[config.mk]
export PLATFORM = sky130hd
export DESIGN_NAME = rle_byte_stream_decoder_unit
export DESIGN_NICKNAME = d
export VERILOG_FILES = /design/src/hw/rtl/rbsd_pkg.sv /design/src/hw/rtl/rbsd_in_stage.sv /design/src/hw/rtl/rbsd_core.sv /design/src/hw/rtl/rbsd_out_stage.sv /design/src/hw/rtl/rle_byte_stream_decoder_unit.sv
export SDC_FILE = /design/constraint.sdc
export NUM_CORES = 1
export LEC_CHECK = 0
export ABC_CLOCK_PERIOD_IN_PS = 5850
export BUFFER_PORTS_ARGS = -buffer_cell sky130_fd_sc_hd__buf_2
export CORE_MARGIN = 5
export CORE_UTILIZATION = 63
export CTS_BUF_LIST = sky130_fd_sc_hd__clkbuf_4 sky130_fd_sc_hd__clkbuf_8 sky130_fd_sc_hd__clkbuf_16
export CTS_CLUSTER_DIAMETER = 60
export DETAILED_ROUTE_END_ITERATION = 7
export HOLD_SLACK_MARGIN = 0.03
export PLACE_DENSITY_LB_ADDON = 0.3
export REMOVE_ABC_BUFFERS = 1
export SYNTH_ARGS = -nofsm -noshare
export SYNTH_HDL_FRONTEND = slang
export SYNTH_HIERARCHICAL = 1
export SYNTH_SLANG_ARGS = --single-unit
[constraint.sdc]
create_clock -name aclk -period 5.85 [get_ports aclk]
set_input_delay 1.755 -clock aclk [delete_from_list [all_inputs] [get_ports aclk]]
set_output_delay 1.755 -clock aclk [all_outputs]
set_load 0.1 [all_outputs]
[src/hw/rtl/rbsd_pkg.sv]
// Shared types and constants for the run-length byte stream decoder.
`timescale 1ns / 1ps
`default_nettype none

package rbsd_pkg;

    // Decoder phase codes
    localparam logic [2:0] PH_LEN_LO  = 3'd0;
    localparam logic [2:0] PH_LEN_HI  = 3'd1;
    localparam logic [2:0] PH_CONTROL = 3'd2;
    localparam logic [2:0] PH_REPEAT  = 3'd3;
    localparam logic [2:0] PH_LITERAL = 3'd4;

    // Control byte fields
    localparam logic [7:0] TOP_BIT   = 8'h80;
    localparam logic [7:0] LOW7_MASK = 8'h7f;

    // Widths of the decoder state
    localparam int LEN_W = 16;
    localparam int POS_W = 17;
    localparam int RUN_W = 8;

    // One decoded result as produced by the core
    typedef struct packed {
        logic       valid;
        logic [7:0] value;
        logic [7:0] copies;
        logic       image_done;
    } rbsd_result_t;

endpackage

`default_nettype wire

[src/hw/rtl/rbsd_in_stage.sv]
// Input register for compressed bytes, full throughput while the held byte is consumed.
`timescale 1ns / 1ps
`default_nettype none

module rbsd_in_stage (
    input  wire logic       aclk,
    input  wire logic       aresetn,
    input  wire logic       s_tvalid,
    output logic            s_tready,
    input  wire logic [7:0] s_tdata,
    input  wire logic       consume,
    output logic            byte_valid,
    output logic [7:0]      byte_data
);
    import rbsd_pkg::*;

    logic       valid_reg;
    logic       valid_next;
    logic [7:0] data_reg;

    // Room when empty or when the held byte leaves this cycle
    assign s_tready = !valid_reg || consume;

    always_comb begin
        valid_next = valid_reg;
        if (s_tready) begin
            valid_next = s_tvalid;
        end
    end

    always_ff @(posedge aclk) begin
        if (!aresetn) begin
            valid_reg <= 1'b0;
        end else begin
            valid_reg <= valid_next;
        end
    end

    // Payload, no reset
    always_ff @(posedge aclk) begin
        if (s_tvalid && s_tready) begin
            data_reg <= s_tdata;
        end
    end

    assign byte_valid = valid_reg;
    assign byte_data  = data_reg;

endmodule

`default_nettype wire

[src/hw/rtl/rbsd_core.sv]
// Decoder state and per-byte next-state and result logic.
`timescale 1ns / 1ps
`default_nettype none

module rbsd_core (
    input  wire logic                aclk,
    input  wire logic                aresetn,
    input  wire logic                step,
    input  wire logic [7:0]          in_byte,
    output rbsd_pkg::rbsd_result_t   result
);
    import rbsd_pkg::*;

    logic [2:0]       phase_reg,  phase_next;
    logic [LEN_W-1:0] length_reg, length_next;
    logic [POS_W-1:0] pos_reg,    pos_next;
    logic [RUN_W-1:0] run_reg,    run_next;

    logic [POS_W-1:0] length_ext;
    logic [POS_W-1:0] left;
    logic [POS_W-1:0] run_ext;
    logic [POS_W-1:0] pos_sum;
    logic [POS_W-1:0] pos_inc;
    logic [RUN_W-1:0] run_dec;
    logic [7:0]       clip_copies;

    assign length_ext = {1'b0, length_reg};
    assign run_ext    = {{(POS_W-RUN_W){1'b0}}, run_reg};
    assign left       = (pos_reg < length_ext) ? (length_ext - pos_reg) : '0;
    assign pos_sum    = pos_reg + run_ext;
    assign pos_inc    = pos_reg + {{(POS_W-1){1'b0}}, 1'b1};
    assign run_dec    = run_reg - 8'd1;
    // Repeat count clipped at the remaining length
    assign clip_copies = (run_ext < left) ? run_reg : left[7:0];

    // Per-byte decode
    always_comb begin
        phase_next  = phase_reg;
        length_next = length_reg;
        pos_next    = pos_reg;
        run_next    = run_reg;
        result      = '0;
        case (phase_reg)
            PH_LEN_HI: begin
                length_next = {in_byte, length_reg[7:0]};
                pos_next    = '0;
                run_next    = '0;
                phase_next  = PH_CONTROL;
            end
            PH_CONTROL: begin
                if ((in_byte & TOP_BIT) != 8'h00) begin
                    run_next   = (in_byte & LOW7_MASK) + 8'd1;
                    phase_next = PH_REPEAT;
                end else if (pos_reg >= length_ext) begin
                    // Literal control with nothing left: finish empty
                    result      = '{valid: 1'b1, value: 8'h00, copies: 8'h00,
                                    image_done: 1'b1};
                    phase_next  = PH_LEN_LO;
                    length_next = '0;
                    pos_next    = '0;
                    run_next    = '0;
                end else begin
                    run_next   = in_byte + 8'd1;
                    phase_next = PH_LITERAL;
                end
            end
            PH_REPEAT: begin
                result.valid  = 1'b1;
                result.value  = in_byte;
                result.copies = clip_copies;
                if (pos_sum > length_ext) begin
                    result.image_done = 1'b1;
                    phase_next  = PH_LEN_LO;
                    length_next = '0;
                    pos_next    = '0;
                    run_next    = '0;
                end else begin
                    pos_next   = pos_sum;
                    run_next   = '0;
                    phase_next = PH_CONTROL;
                end
            end
            PH_LITERAL: begin
                result.valid  = 1'b1;
                result.value  = in_byte;
                result.copies = 8'd1;
                if (run_dec == '0) begin
                    pos_next   = pos_inc;
                    run_next   = '0;
                    phase_next = PH_CONTROL;
                end else if (pos_inc >= length_ext) begin
                    // Length reached inside the run: drop the rest
                    result.image_done = 1'b1;
                    phase_next  = PH_LEN_LO;
                    length_next = '0;
                    pos_next    = '0;
                    run_next    = '0;
                end else begin
                    pos_next = pos_inc;
                    run_next = run_dec;
                end
            end
            default: begin
                // Low length byte, also for unused codes
                length_next = {8'h00, in_byte};
                pos_next    = '0;
                run_next    = '0;
                phase_next  = PH_LEN_HI;
            end
        endcase
    end

    always_ff @(posedge aclk) begin
        if (!aresetn) begin
            phase_reg  <= PH_LEN_LO;
            length_reg <= '0;
            pos_reg    <= '0;
            run_reg    <= '0;
        end else if (step) begin
            phase_reg  <= phase_next;
            length_reg <= length_next;
            pos_reg    <= pos_next;
            run_reg    <= run_next;
        end
    end

endmodule

`default_nettype wire

[src/hw/rtl/rbsd_out_stage.sv]
// Result register driving the output stream.
`timescale 1ns / 1ps
`default_nettype none

module rbsd_out_stage (
    input  wire logic                  aclk,
    input  wire logic                  aresetn,
    input  wire logic                  load,
    input  wire rbsd_pkg::rbsd_result_t result,
    output logic                       free,
    output logic                       m_tvalid,
    input  wire logic                  m_tready,
    output logic [15:0]                m_tdata,
    output logic                       m_tlast
);
    import rbsd_pkg::*;

    logic       valid_reg;
    logic       valid_next;
    logic [7:0] value_reg;
    logic [7:0] copies_reg;
    logic       done_reg;

    // Register can take a new result when empty or being drained
    assign free = !valid_reg || m_tready;

    always_comb begin
        valid_next = valid_reg && !m_tready;
        if (load) begin
            valid_next = result.valid;
        end
    end

    always_ff @(posedge aclk) begin
        if (!aresetn) begin
            valid_reg <= 1'b0;
        end else begin
            valid_reg <= valid_next;
        end
    end

    always_ff @(posedge aclk) begin
        if (load && result.valid) begin
            value_reg  <= result.value;
            copies_reg <= result.copies;
            done_reg   <= result.image_done;
        end
    end

    assign m_tvalid = valid_reg;
    assign m_tdata  = {copies_reg, value_reg};
    assign m_tlast  = done_reg;

endmodule

`default_nettype wire

[src/hw/rtl/rle_byte_stream_decoder_unit.sv]
// Top level of the run-length byte stream decoder.
//
//  port group | dir | payload                              | request when
//  s_*        | in  | tdata[7:0] in_byte                   | s_tvalid && s_tready
//  m_*        | out | tdata[7:0] value, [15:8] copies,     | m_tvalid && m_tready
//             |     | tlast image_done                     |
//
// One compressed byte per cycle while the output is not stalled; a result reaches
// the output through the input register, then decode into the result register.
// Header and control bytes produce no result and do not occupy the output, bar a
// literal control byte with nothing left, which gives an empty image_done result.
// A stalled output holds every byte in the input register, header and control bytes
// too; the input register keeps one byte buffered meanwhile. Synchronous active-low
// reset clears the valids and returns the decoder to expecting the low length byte.
`timescale 1ns / 1ps
`default_nettype none

module rle_byte_stream_decoder_unit (
    input  wire logic        aclk,
    input  wire logic        aresetn,
    input  wire logic        s_tvalid,
    output logic             s_tready,
    input  wire logic [7:0]  s_tdata,   // [7:0] in_byte
    output logic             m_tvalid,
    input  wire logic        m_tready,
    output logic [15:0]      m_tdata,   // [7:0] value, [15:8] copies
    output logic             m_tlast    // image_done
);
    import rbsd_pkg::*;

    logic         byte_valid;
    logic [7:0]   byte_data;
    logic         out_free;
    logic         step;
    rbsd_result_t result;

    // Decode the held byte whenever the result register can take its result
    assign step = byte_valid && out_free;

    rbsd_in_stage u_in (
        .aclk       (aclk),
        .aresetn    (aresetn),
        .s_tvalid   (s_tvalid),
        .s_tready   (s_tready),
        .s_tdata    (s_tdata),
        .consume    (step),
        .byte_valid (byte_valid),
        .byte_data  (byte_data)
    );

    rbsd_core u_core (
        .aclk    (aclk),
        .aresetn (aresetn),
        .step    (step),
        .in_byte (byte_data),
        .result  (result)
    );

    rbsd_out_stage u_out (
        .aclk     (aclk),
        .aresetn  (aresetn),
        .load     (step),
        .result   (result),
        .free     (out_free),
        .m_tvalid (m_tvalid),
        .m_tready (m_tready),
        .m_tdata  (m_tdata),
        .m_tlast  (m_tlast)
    );

    // Copies never exceed one full repeat run
    a_copies_range: assert property (@(posedge aclk) disable iff (!aresetn)
        m_tvalid |-> (m_tdata[15:8] <= 8'd128))
        else $error("copies out of range");

    // An empty result only ever finishes an image
    a_zero_copies_done: assert property (@(posedge aclk) disable iff (!aresetn)
        (m_tvalid && (m_tdata[15:8] == 8'd0)) |-> m_tlast)
        else $error("zero copies without image_done");

    // A held byte that cannot be decoded stays put
    a_byte_held: assert property (@(posedge aclk) disable iff (!aresetn)
        (byte_valid && !step) |=> (byte_valid && $stable(byte_data)))
        else $error("input byte lost while output stalled");

endmodule

`default_nettype wire
# Word-level counts from Yosys, hierarchy flattened
# Index checks and enable logic that the tools add are counted.
# totals
register_bits	71
latch_bits	0
ramBits	0
rom_bits	0
inputBits	12
out_inout_bits	19
wordCells	79
memories	0
# op_classes
add_sub_neg	6
mul	0
n_div	0
n_lt_le_gt_ge	5
eq_ne	10
n_shift	0
mux	32
bitwise_logic	1
n_reduce_logical	14
# op_table
cell	count
2-to-1 mux 17 bit	6
2-to-1 mux 16 bit	5
one-hot mux 16 bit (4 select lines)	1
one-hot mux 18 bit (3 select lines)	1
one-hot mux 17 bit (3 select lines)	1
2-to-1 mux 8 bit	5
2-to-1 mux 18 bit	2
>= comparator 17 x 16 -> 1 bit	2
adder 17 x 1 -> 17 bit, second input constant	1
adder 17 x 8 -> 17 bit	1
greater-than comparator 17 x 16 -> 1 bit	1
less-than comparator 17 x 16 -> 1 bit	1
less-than comparator 8 x 17 -> 1 bit	1
subtractor 16 x 17 -> 17 bit	1
one-hot mux 8 bit (2 select lines)	1
2-to-1 mux 3 bit	4
one-hot mux 3 bit (4 select lines)	1
adder 7 x 1 -> 8 bit, second input constant	1
adder 8 x 1 -> 8 bit, second input constant	1
logical NOT 8 bit	1
subtractor 8 x 1 -> 8 bit, second input constant	1
AND reduction 7 bit	1
equality test 3 x 2 -> 1 bit, second input constant	2
inequality test 2 x 1 -> 1 bit, second input constant	3
13 further kinds	23

# Depth between registers and ports, before layout
# depth
depth_word	6
mapped_depth	19

# Modules after synthesis
# Netlist, hierarchy kept.
# by_module_without_submodules
module	n_inst	cells_each	area_per_inst_um2	seq_area_each_um2
rbsd_core	1	729	5411.4	880.8
rbsd_out_stage	1	22	560.5	530.5
rbsd_in_stage	1	13	297.8	260.2
rle_byte_stream_decoder_unit	1	1	6.3	0.0

# Worst setup path after synthesis
# Ideal clock, no wire load.
# synth_path
path_type	register to register
start	register u_core.pos_reg[2]
end	register u_out.copies_reg[1] (data pin)
setup_ns	0.269
arrival_time_ns	4.170
required_time_ns	5.581
slack_ns	1.412
path_stages_with_launch	18
period_less_slack_ns	4.438
path_cell_list	dfxtp_1 -> inv_1 -> ha_1 -> nand3_1 -> o21bai_1 -> a211oi_1 -> nor3_2 -> nor2_1 -> clkbuf_1 -> nand2_1 -> ha_1 -> a21oi_1 -> o21ai_0 -> or4_2 -> o311ai_0 -> nor3_1 -> a31oi_4 -> mux2i_1
# synth_lines
element	line_no	rtl
from (decl)	rbsd_core.sv:16	logic [POS_W-1:0] pos_reg, pos_next;
from (signal assigned)	rbsd_core.sv:122	pos_reg <= pos_next;
to (signal assigned)	rbsd_out_stage.sv:45	copies_reg <= result.copies;
to (decl)	rbsd_out_stage.sv:21	logic [7:0] copies_reg;

==> results.toml <==
[placed_design]
hpwl_mm = 14.7
gp_congestion = 1.07
io_buffers = 30

[drt]
wl_per_cell_um = 21.1
route.detailed.drc = 0
wirelength_mm = 19.5
viasPerCell = 6.64
ant_nets = 0
vias = 6133
drt_iter0_markers = 786
drtPass1Iterations = 5

[clocking]
root_buffer = "clkbuf_8"
cts_tree = "done"
cts_sinks = 71
cts_hold_buf = 0
clk_pin_slew_ns = 0.09
cts_inserted_buffers = 9
clockBufferDepth = 2
cts_setup_buffers = 0
post_cts_resized = 0
htree_levels = 3
clk_latency_ns = 0.37

[cells_and_area]
largest_reg_flops = 17
fillers = 840
n_antenna_cell = 0
layout-drive-gt1-share_pct = 9.87
post-route-util_pct = 68.9
nNetsFinal = 866
syn_to_final_growth_pct = 6.88

[die]
die_area_mm2 = 0.0121
rows = 36
io_pins = 31
initial_utilization_pct = 64.5
coreArea_mm2 = 0.00973
die_x_um = 110
die_y_um = 110

[worst_setup_path]
crit_type = "register to register"
end_kind = "register"
worstPathArrival_ns = 5.62
required_ns = 5.98
cp_max_fo = 17
cp-start-kind = "register"

[logic_synthesis]
syn_area_mm2 = 0.00628
synth_edf_count = 25
syn_inst = 765
synth_seq_cells = 71
synth_warnings = 6
ys_seq_area_share_pct = 26.6
syn_avg_cell_area_um2 = 8.20
async_reset_ff_share_pct = 0
synth.distinct_cells = 82
ys.flop_type = "dfxtp_1"

[run]
drv_cap = 0

[grt]
grt_first_pass_wirelength_mm = 30.6
overflow = 0
grt_max_degree = 34
grt_pass1_vias = 5833
antenna_found_initial = 0
gr-usage-all-layers_pct = 33.4

[power_and_ir_drop]
peakVddDrop_v = 0.000139
leakage_nw = 2.63
power_density_mw_per_mm2 = 228
p_total_mw = 1.53

[outcome]
status = "finished clean"

[sta]
worstMarginPinSlew_ns = 1.37
fin_crit_sh_pct = 94.0
rsz0062_at_grt = "no"
max_slew_margin_pct = 8.58
hold_violations = 0
drv_slew = 0
fmaxAchievable_ghz = 0.182
setup_violations = 0
layout_min_cycle_time_ns = 5.50
fin_skew_ns = 0.00906
tns_ns = 0

[worst_hold_path]
hold_path.class = "register to register"
layer usage:
layer  up-vias  track usage [%]  wire length (um)
li1       2837                -                 -
met3        82             6.11              1870
met2       353             51.8              8660
met4         0             15.9               965
met1      2861             44.8              8010
met5         -                0                 0
synth_stat cells, types with 3 or more instances:
library cell / instances / area (um2)
nand2_1: 77 / 289
ha_1: 67 / 838
nor2_1: 56 / 210
a21oi_1: 53 / 265
inv_1: 53 / 199
dfxtp_1: 46 / 921
xnor2_1: 42 / 368
nand3_1: 38 / 190
o21ai_0: 38 / 190
edfxtp_1: 25 / 751
nor3_1: 22 / 110
clkbuf_1: 18 / 67.6
nand4_1: 17 / 106
mux2i_1: 16 / 160
nand2b_1: 12 / 75.1
nor2b_1: 12 / 75.1
a21o_1: 9 / 67.6
and2_1: 9 / 56.3
a211oi_1: 8 / 60.1
a311oi_1: 8 / 70.1
and3_1: 8 / 50.1
o211ai_1: 7 / 52.6
o21bai_1: 6 / 45.0
a2bb2oi_1: 5 / 43.8
a32oi_1: 5 / 43.8
nor3b_1: 5 / 37.5
o21a_1: 5 / 37.5
xor2_1: 5 / 43.8
and4_1: 4 / 35.0
nand3b_1: 4 / 30.0
o221ai_1: 4 / 35.0
o22ai_1: 4 / 25.0
or2_2: 4 / 25.0
or3_1: 4 / 25.0
a2111oi_0: 3 / 26.3
a21boi_0: 3 / 22.5
buf_2: 3 / 15.0
o21ai_1: 3 / 15.0
o31ai_1: 3 / 22.5
cell families (layout without fill, tap and decap cells):
group | Yosys count | in the layout | synth area share (%)
adders and majority gates | 69 | 69 | 14.0
and+or+nand+nor | 286 | 286 | 23.5
AOI/OAI and AO/OA | 195 | 195 | 21.5
buffers and inverters | 81 | 106 | 5.22
xor gates and xnor gates | 47 | 47 | 6.56
muxes | 16 | 16 | 2.55
DFF | 71 | 71 | 26.6
where the power goes:
group	total, mW	internal (mW)	switching (mW)
clock	0.416	0.198	0.218
combinational	0.559	0.207	0.352
sequential	0.556	0.527	0.0288
placed cells by master, fill, tap and decap left out, types with 7 or more instances in the layout:
cell and instances:
nor2_1 56, buf_2 30, mux2i_1 16, o211ai_1 7, and3_1 8, ha_1 67
inv_1 53, nand2_1 77, nor3_1 22, a21o_1 9, a21oi_1 53, and2_1 9
edfxtp_1 25, nand3_1 38, a211oi_1 8, a311oi_1 8, nor2b_1 12, nand2b_1 12
nand4_1 17, o21ai_0 38, clkbuf_8 9, dfxtp_1 46, xnor2_1 42
metrics by stage:
stage          area [um2]  worst slack [ns]  std cells  hold slack (ns)
6_report             6710             0.352        923            0.487
2_1_floorplan        6150              1.40        738            0.449
3_3_place_gp         6510             0.736        907            0.458
5_1_grt              6710            0.0459        923            0.509
3_5_place_dp         6510             0.592        907            0.472
4_1_cts              6710             0.530        923            0.484
final timing paths:
kind	from	end	slack (ns)	depth (start not counted)
worst max-delay path	u_core/pos_reg[8]	u_out/copies_reg[0]	0.35	17
worst min-delay path	u_core/length_reg[9]	u_core/length_reg[9]	0.49	2
worst min register to register	u_core/length_reg[9]	u_core/length_reg[9]	0.49	2
worst max register to register	u_core/pos_reg[8]	u_out/copies_reg[0]	0.35	17
cell type report:
class	instances	area (um2)	area share, %
clock buffer	9	124	1.85
clock inverter	7	71.3	1.06
inverter	54	203	3.02
multi-input combinational	613	4280	63.8
sequential	71	1670	24.9
tap	133	166	2.48
timing repair buffer	36	195	2.91
worst max-delay path, cell delays in order, from the launching register on:
cell and delay [ns]:
dfxtp_1 0.53, inv_1 0.16, ha_1 0.44, o21ai_0 0.15, o21ai_0 0.36, and2_1 0.23
nor3_2 0.08, nor2_1 0.76, nand2_1 0.13, ha_1 0.34, a21oi_1 0.07, o21ai_0 0.26
a21oi_1 0.11, a2111oi_0 0.31, o311ai_0 0.21, nor3_1 0.48, a31oi_4 0.30, a31o_2 0.32
Note: power is estimated with default switching activity, not from simulation.
